===== config.mk =====
export PLATFORM = sky130hd
export DESIGN_NAME = websocket_frame_deframer_unit
export DESIGN_NICKNAME = d
export VERILOG_FILES = /design/src/wsd_pkg.sv /design/src/wsd_parser.sv /design/src/wsd_out_buf.sv /design/src/websocket_frame_deframer_unit.sv
export SDC_FILE = /design/constraint.sdc
export NUM_CORES = 1
export LEC_CHECK = 0
export BUFFER_PORTS_ARGS = -buffer_cell sky130_fd_sc_hd__buf_2
export CORE_ASPECT_RATIO = 0.75
export CORE_UTILIZATION = 45
export CTS_CLUSTER_SIZE = 10
export DETAILED_ROUTE_END_ITERATION = 8
export PLACE_DENSITY_LB_ADDON = 0.15
export SLEW_MARGIN = 5
export SYNTH_ARGS = -nofsm -noshare
export SYNTH_HDL_FRONTEND = slang
export SYNTH_SLANG_ARGS = --single-unit

===== constraint.sdc =====
create_clock -name i_clk -period 6.8 [get_ports i_clk]
set_input_delay 0.34 -clock i_clk [delete_from_list [all_inputs] [get_ports i_clk]]
set_output_delay 0.34 -clock i_clk [all_outputs]
set_load 0.01 [all_outputs]

===== src/wsd_pkg.sv =====
package wsd_pkg;

    localparam logic [3:0] OP_TEXT  = 4'h1;
    localparam logic [3:0] OP_CLOSE = 4'h8;
    localparam logic [3:0] OP_PING  = 4'h9;

    localparam logic [6:0] LEN_EXT16 = 7'd126;
    localparam logic [6:0] LEN_EXT64 = 7'd127;

    typedef enum logic [2:0] {
        PH_HDR0    = 3'd0,
        PH_HDR1    = 3'd1,
        PH_EXT16   = 3'd2,
        PH_EXT64   = 3'd3,
        PH_MASK    = 3'd4,
        PH_PAYLOAD = 3'd5
    } t_phase;

    typedef enum logic [1:0] {
        ACT_TEXT    = 2'd0,
        ACT_CLOSE   = 2'd1,
        ACT_PONG    = 2'd2,
        ACT_DISCARD = 2'd3
    } t_action;

    typedef struct packed {
        logic [7:0] payload_byte;
        logic [3:0] frame_opcode;
        t_action    action;
        logic       last_byte;
        logic       empty_frame;
        logic       session_closing;
    } t_result;

    function automatic t_action action_of(input logic [3:0] op);
        t_action act;
        case (op)
            OP_TEXT:  act = ACT_TEXT;
            OP_CLOSE: act = ACT_CLOSE;
            OP_PING:  act = ACT_PONG;
            default:  act = ACT_DISCARD;
        endcase
        return act;
    endfunction

endpackage


===== src/wsd_parser.sv =====
module wsd_parser
    import wsd_pkg::*;
(
    input  logic       i_clk,
    input  logic       i_rst_n,
    input  logic       i_accept,
    input  logic [7:0] i_byte,
    input  logic       i_link_error,
    output logic       o_push,
    output t_result    o_result
);

    t_phase      r_phase,      n_phase;
    logic [3:0]  r_opcode,     n_opcode;
    logic        r_mask,       n_mask;
    logic [63:0] r_remaining,  n_remaining;
    logic [2:0]  r_hdr_count,  n_hdr_count;
    logic [31:0] r_key,        n_key;
    logic [1:0]  r_mask_index, n_mask_index;
    logic        r_closed,     n_closed;

    logic        len_known;
    logic        enter;
    logic [2:0]  count_inc;
    logic [7:0]  key_byte;
    logic [63:0] rem_dec;
    logic        is_close;

    assign count_inc = r_hdr_count + 3'd1;
    assign rem_dec   = r_remaining - 64'd1;
    assign is_close  = (r_opcode == OP_CLOSE);

    always_comb begin
        case (r_mask_index)
            2'd0:    key_byte = r_key[31:24];
            2'd1:    key_byte = r_key[23:16];
            2'd2:    key_byte = r_key[15:8];
            default: key_byte = r_key[7:0];
        endcase
    end

    always_comb begin
        n_phase      = r_phase;
        n_opcode     = r_opcode;
        n_mask       = r_mask;
        n_remaining  = r_remaining;
        n_hdr_count  = r_hdr_count;
        n_key        = r_key;
        n_mask_index = r_mask_index;
        n_closed     = r_closed;
        len_known    = 1'b0;
        enter        = 1'b0;
        o_push       = 1'b0;
        o_result     = '{payload_byte: 8'd0, frame_opcode: r_opcode,
                         action: action_of(r_opcode), last_byte: 1'b0,
                         empty_frame: 1'b0, session_closing: 1'b0};

        if (i_accept && !r_closed) begin
            if (i_link_error) begin
                n_phase      = PH_HDR0;
                n_opcode     = 4'd0;
                n_mask       = 1'b0;
                n_remaining  = 64'd0;
                n_hdr_count  = 3'd0;
                n_key        = 32'd0;
                n_mask_index = 2'd0;
                n_closed     = 1'b1;
                o_push       = 1'b1;
                o_result     = '{payload_byte: 8'd0, frame_opcode: 4'd0,
                                 action: ACT_DISCARD, last_byte: 1'b0,
                                 empty_frame: 1'b0, session_closing: 1'b1};
            end else begin
                case (r_phase)
                    PH_HDR0: begin
                        n_opcode = i_byte[3:0];
                        n_phase  = PH_HDR1;
                    end
                    PH_HDR1: begin
                        n_mask      = i_byte[7];
                        n_hdr_count = 3'd0;
                        n_remaining = 64'd0;
                        if (i_byte[6:0] == LEN_EXT16) begin
                            n_phase = PH_EXT16;
                        end else if (i_byte[6:0] == LEN_EXT64) begin
                            n_phase = PH_EXT64;
                        end else begin
                            n_remaining = {57'd0, i_byte[6:0]};
                            len_known   = 1'b1;
                        end
                    end
                    PH_EXT16, PH_EXT64: begin
                        n_remaining = {r_remaining[55:0], i_byte};
                        n_hdr_count = count_inc;
                        if ((r_phase == PH_EXT16) ? (count_inc == 3'd2)
                                                  : (count_inc == 3'd0)) begin
                            len_known = 1'b1;
                        end
                    end
                    PH_MASK: begin
                        n_key       = {r_key[23:0], i_byte};
                        n_hdr_count = count_inc;
                        if (count_inc == 3'd4) begin
                            enter = 1'b1;
                        end
                    end
                    PH_PAYLOAD: begin
                        n_mask_index = r_mask_index + 2'd1;
                        n_remaining  = rem_dec;
                        o_push       = 1'b1;
                        o_result.payload_byte = r_mask ? (i_byte ^ key_byte) : i_byte;
                        if (rem_dec == 64'd0) begin
                            o_result.last_byte       = 1'b1;
                            o_result.session_closing = is_close;
                            n_closed     = r_closed | is_close;
                            n_phase      = PH_HDR0;
                            n_hdr_count  = 3'd0;
                            n_mask_index = 2'd0;
                        end
                    end
                    default: begin
                        n_phase      = PH_HDR0;
                        n_opcode     = 4'd0;
                        n_mask       = 1'b0;
                        n_remaining  = 64'd0;
                        n_hdr_count  = 3'd0;
                        n_key        = 32'd0;
                        n_mask_index = 2'd0;
                    end
                endcase

                // length settled: fetch the mask key or go straight to payload
                if (len_known) begin
                    n_hdr_count = 3'd0;
                    if (n_mask) begin
                        n_phase = PH_MASK;
                        n_key   = 32'd0;
                    end else begin
                        enter = 1'b1;
                    end
                end

                if (enter) begin
                    n_mask_index = 2'd0;
                    n_hdr_count  = 3'd0;
                    if (n_remaining == 64'd0) begin
                        o_push                   = 1'b1;
                        o_result.last_byte       = 1'b1;
                        o_result.empty_frame     = 1'b1;
                        o_result.session_closing = is_close;
                        n_closed = r_closed | is_close;
                        n_phase  = PH_HDR0;
                    end else begin
                        n_phase = PH_PAYLOAD;
                    end
                end
            end
        end
    end

    always_ff @(posedge i_clk) begin
        if (!i_rst_n) begin
            r_phase      <= PH_HDR0;
            r_opcode     <= 4'd0;
            r_mask       <= 1'b0;
            r_remaining  <= 64'd0;
            r_hdr_count  <= 3'd0;
            r_key        <= 32'd0;
            r_mask_index <= 2'd0;
            r_closed     <= 1'b0;
        end else begin
            r_phase      <= n_phase;
            r_opcode     <= n_opcode;
            r_mask       <= n_mask;
            r_remaining  <= n_remaining;
            r_hdr_count  <= n_hdr_count;
            r_key        <= n_key;
            r_mask_index <= n_mask_index;
            r_closed     <= n_closed;
        end
    end

endmodule


===== src/wsd_out_buf.sv =====
module wsd_out_buf
    import wsd_pkg::*;
(
    input  logic    i_clk,
    input  logic    i_rst_n,
    input  logic    i_push,
    input  t_result i_result,
    output logic    o_full,
    output logic    o_valid,
    input  logic    i_ready,
    output t_result o_result
);

    logic    r_out_valid,  n_out_valid;
    logic    r_skid_valid, n_skid_valid;
    t_result r_out,        n_out;
    t_result r_skid,       n_skid;
    logic    pop;

    assign pop      = r_out_valid & i_ready;
    assign o_full   = r_skid_valid;
    assign o_valid  = r_out_valid;
    assign o_result = r_out;

    always_comb begin
        n_out_valid  = r_out_valid;
        n_skid_valid = r_skid_valid;
        n_out        = r_out;
        n_skid       = r_skid;
        if (r_skid_valid) begin
            // no push while the skid is occupied
            if (pop) begin
                n_out        = r_skid;
                n_skid_valid = 1'b0;
            end
        end else if (i_push) begin
            if (!r_out_valid || pop) begin
                n_out       = i_result;
                n_out_valid = 1'b1;
            end else begin
                n_skid       = i_result;
                n_skid_valid = 1'b1;
            end
        end else if (pop) begin
            n_out_valid = 1'b0;
        end
    end

    always_ff @(posedge i_clk) begin
        if (!i_rst_n) begin
            r_out_valid  <= 1'b0;
            r_skid_valid <= 1'b0;
        end else begin
            r_out_valid  <= n_out_valid;
            r_skid_valid <= n_skid_valid;
        end
    end

    always_ff @(posedge i_clk) begin
        r_out  <= n_out;
        r_skid <= n_skid;
    end

endmodule


===== src/websocket_frame_deframer_unit.sv =====
// WebSocket frame deframer.
// Feed the received byte stream, one byte per beat, on the slave channel:
// tdata carries the byte, tuser flags a link error (the byte is then unused).
// Header, extended length and mask key bytes give no result. Each payload
// byte comes out unmasked on the master channel, tagged with the frame
// opcode and an action (deliver text, echo close, answer ping, discard);
// tlast marks the final payload byte. A zero-length frame gives one empty
// result on its last header byte. A close frame or a link error ends the
// session; every later beat is accepted and dropped until reset.
// A result is registered in the output stage before it appears on the master channel.
// Throughput: one beat per cycle while tready is high; the parse and unmask of a beat is a single
// registered step, with the 64-bit length countdown the deepest path.
// A two-entry output stage (result register plus skid) lets a beat enter
// while a result waits; tready drops only when both entries are full.
// Reset (synchronous, active low) empties the output stage, returns the
// parser to the first header byte and reopens the session.
module websocket_frame_deframer_unit
    import wsd_pkg::*;
(
    input  logic       i_clk,
    input  logic       i_rst_n,
    input  logic       i_s_axis_tvalid,
    output logic       o_s_axis_tready,
    input  logic [7:0] i_s_axis_tdata,   // [7:0] rx_byte
    input  logic       i_s_axis_tuser,   // [0] link_error
    output logic       o_m_axis_tvalid,
    input  logic       i_m_axis_tready,
    output logic [7:0] o_m_axis_tdata,   // [7:0] payload_byte
    output logic [7:0] o_m_axis_tuser,   // [3:0] frame_opcode, [5:4] action,
                                         // [6] empty_frame, [7] session_closing
    output logic       o_m_axis_tlast    // last_byte
);

    logic    accept;
    logic    push;
    logic    full;
    t_result result;
    t_result out_result;

    // take a beat whenever the output stage has room
    assign o_s_axis_tready = ~full;
    assign accept          = i_s_axis_tvalid & ~full;

    wsd_parser u_parser (
        .i_clk        (i_clk),
        .i_rst_n      (i_rst_n),
        .i_accept     (accept),
        .i_byte       (i_s_axis_tdata),
        .i_link_error (i_s_axis_tuser),
        .o_push       (push),
        .o_result     (result)
    );

    wsd_out_buf u_out_buf (
        .i_clk    (i_clk),
        .i_rst_n  (i_rst_n),
        .i_push   (push),
        .i_result (result),
        .o_full   (full),
        .o_valid  (o_m_axis_tvalid),
        .i_ready  (i_m_axis_tready),
        .o_result (out_result)
    );

    assign o_m_axis_tdata = out_result.payload_byte;
    assign o_m_axis_tuser = {out_result.session_closing, out_result.empty_frame,
                             out_result.action, out_result.frame_opcode};
    assign o_m_axis_tlast = out_result.last_byte;

endmodule

==> summary.txt <==
Status
  – Status: finished, final reports clean

Worst setup path
  – CP max-delay cell: or3_1
  – Largest stage delay, worst path: 0.72 ns
  – Reg-to-reg slack, setup: 1.13 ns
  – Startpoint Class: register
  – Crit path DAT: 5.80 ns
  – Setup Crit Path Kind: reg2reg
  – CP endpoint kind: register
  – CP Cell Sequence: inv_1, ha_1, nor3b_1, nand3_1, or3_1, o311ai_1, nand3_1, or4_1, nor4_2, nand2_1, nor4_1, nor3_1, o31ai_2, buf_4
  – WP data required: 6.92 ns
  – Most common cell on crit path: nand3_1
  – CP Max Fanout: 17

Global routing
  – Antenna violations before repair: 1
  – Tot GR Track Use: 0.3653
  – Congestion Overflow GR: 0
  – First-pass GRT wire length: 64.84 mm
  – Largest net degree at the start of global routing: 73
  – Vias in the first global route: 9,925

Clock tree
  – Clock sink count: 146
  – CTS Buf Count: 17
  – H-tree Lvls: 4
  – Clock slew at reported path FFs: 0.07 ns
  – Clock Tree Buf Depth: 2
  – CTS tree: yes
  – Clk_lat worst skew: 0.45 ns
  – CTS Root Cell: clkbuf_16
  – Cts hold-fix bufs: 0
  – # Post-CTS Setup Buffers: 0
  – Post_cts resized: 0

Power and ir drop
  – Combinational power share: 0.141
  – Clock group share of total power: 0.441
  – Cell Int Power: 1.510 mW
  – P_sw: 661.5 µW
  – Switching part of the total: 0.3046
  – Seq pwr share: 0.417
  – Lkg Pwr: 4.144 nW
  – Peak VDD IR: 0.0001930 V
  – Pwr/cell area: 193.1 nW/µm²

STA
  – Final setup vio count: 0
  – Hold Fails Final Rpt: 0
  – Fmax achieved: 0.1764 GHz
  – Final worst path period share: 0.8339
  – RSZ-0062 raised after global routing: false
  – Pins Over Slew Limit: 0
  – Post-route setup TNS: 0 ns
  – Min Tclk post-route: 5.670 ns
  – Post-route clock skew: 0.01347 ns
  – Max-slew headroom: 0.1348
  – Least-Margin Pin Slew: 1.281 ns

Yosys
  – FF+latch count, synth: 146
  – Synth cell types: 81
  – Post-synth ARST share: 0
  – Ranking of synthesized cells by area: dfxtp_1, edfxtp_1, nand2_1
  – Top cell type's share of synthesized area: 0.2142
  – Post-Synth Simple-Gate Area: 0.3341
  – Syn nets: 1,391
  – EDFF count, synth: 34
  – Mux cell area share after synthesis: 0.01339
  – Synth area leader: dfxtp_1
  – Main synth FF type: dfxtp_1
  – Post-synthesis sequential area ratio: 0.3117
  – Synth Area in Compound Gates: 0.2361
  – Post-synth design cell area: 10,470 µm²
  – XOR/XNOR share of the synthesized area: 0.03431
  – Syn_area_per_cell: 7.646 µm²
  – Cells after synthesis: 1,369
  – Synth warn: 0
  – Largest family of logic cells by synthesized area: simple AND/OR/NAND/NOR gates
  – Adder-cell share of the synthesized area: 0.01076

Place
  – Placed Instances: 1,582
  – HPWL after DPL: 30.70 mm
  – Placer Congestion: 1.038
  – PortBufs: 31
  – Post-DP Area: 10,660 µm²

Floorplanning
  – Core ar.: 22,460 µm²
  – Die H: 134.1 µm
  – Die X-Extent: 178.1 µm
  – Starting Density: 0.4660
  – I/O Pins: 32
  – Core Rows: 47
  – Area of the die: 23,880 µm²

Layout
  – Register Area: 3263 µm²
  – Area growth from synthesis to layout: 7.446%
  – Fin util: 0.5007
  – Fin nets: 1,329
  – Commonest non-fill, non-tap cells in the layout: nand2_1, dfxtp_1, nor2b_1
  – Design Area, Final: 11,250 µm²
  – Multi-input gate area: 6603 µm²
  – Leading cell type in the layout, fill and taps excluded: nand2_1
  – Post-route insts no fill: 1,614
  – Filler cells: 2,243
  – N_diodes: 0
  – Fraction of layout cells with a size suffix above 1: 0.09848

Flow run
  – Max-cap viol count: 0

Min path
  – Hold Path Class: in2reg

Routing
  – Via Count: 11,260
  – DR WL/cell: 26.91 µm
  – Drt via density: 6.976
  – Initial DRC Count: 1,975
  – DRT antenna net count: 0
  – Residual DRC count: 0
  – DRT Wirelength: 43.43 mm
  – TritonRoute pass-1 iters: 6
## stage by stage
step | hold WS (ns) | total power, mW | worst slack (ns)
finish | 0.2046 | 2.172 | 1.130
global route | 0.2371 | 2.231 | 0.9372
CTS | 0.1945 | 2.173 | 1.367
detailed placement | 0.4709 | 1.221 | 1.387
global placement | 0.4621 | 1.222 | 1.584
floorplan | 0.4500 | 1.110 | 1.525
## worst max-delay path, delay by kind of cell, from the launching register on
family	cells	cell delay [ns]
flops	1	0.37
simple gates	9	3.72
buf+inv	2	0.44
fa+ha+maj	1	0.29
compound gates	2	0.51
## routing by layer
layer,up-vias,track usage,share of wire
met2,812,0.4836,0.39
li1,4984,-,-
met3,102,0.09609,0.12
met4,0,0.1235,0.031
met1,5362,0.5566,0.45
met5,-,0,0
## synth_stat cells (13+ instances only)
library cell	instances
nand3_1	50
edfxtp_1	34
a22oi_1	78
or3_1	15
nand2_1	159
nor2b_1	85
nand4_1	32
or4_1	26
and2_1	33
nor2_1	78
inv_1	20
xor2_1	19
a31oi_1	13
o21ai_0	75
nor4_1	50
a21oi_1	57
xnor2_1	22
clkbuf_1	121
nor3_1	40
dfxtp_1	112
and3_1	14
## area by class of cell
| type | instances | area share |
|---|---|---|
| Clock buffer | 19 | 0.04227 |
| Clock inverter | 13 | 0.009678 |
| Inverter | 21 | 0.007009 |
| Multi-Input combinational cell | 1064 | 0.5871 |
| Sequential cell | 146 | 0.2901 |
| Tap cell | 294 | 0.03271 |
| Timing Repair Buffer | 57 | 0.03115 |
## logic make-up (layout without fill, tap and decap cells)
| kind of cell | count (synthesis) | after routing |
|---|---|---|
| xor+xnor | 41 | 41 |
| buf+inv | 159 | 110 |
| simple gates | 643 | 643 |
| mux | 13 | 13 |
| compound gates | 358 | 358 |
| flops | 146 | 146 |
| fa+ha+maj | 9 | 9 |
## final timing paths
kind | startpoint | to | cells past startpoint
setup / recovery | u_parser.r_remaining[0]$_SDFFE_PN0P_ | u_out_buf.o_result[8]$_DFFE_PP_ | 14
hold / removal | i_m_axis_tready | u_out_buf.o_full$_SDFF_PN0_ | 4
setup reg to reg | u_parser.r_remaining[0]$_SDFFE_PN0P_ | u_out_buf.o_result[8]$_DFFE_PP_ | 14
hold reg to reg | u_parser.r_closed$_SDFFE_PN0P_ | u_parser.r_closed$_SDFFE_PN0P_ | 1
## registers in the layout, indices dropped and copies added, names as in the netlist
| register | count |
|---|---|
| u_out_buf.o_result | 17 |
| u_parser.r_mask_index | 2 |
| u_parser.r_hdr_count | 3 |
| u_parser.r_remaining | 64 |
| u_parser.r_closed | 1 |
| u_parser.r_opcode | 4 |
| u_parser.r_key | 32 |
| u_out_buf.o_valid | 1 |
| u_out_buf.o_full | 1 |
| u_parser.r_phase | 3 |
| u_out_buf.r_skid | 17 |
| u_parser.r_mask | 1 |
## power groups by stage
stage / Clock, mW / Sequential (mW) / Combinational (mW)
after CTS: 0.971 / 0.906 / 0.295
after global routing: 1.00 / 0.908 / 0.323
final: 0.958 / 0.907 / 0.307
after floorplan: 0 / 0.926 / 0.184
after detailed placement: 0 / 0.926 / 0.295
after global placement: 0 / 0.926 / 0.296
Power figures use the tool's default switching activity.
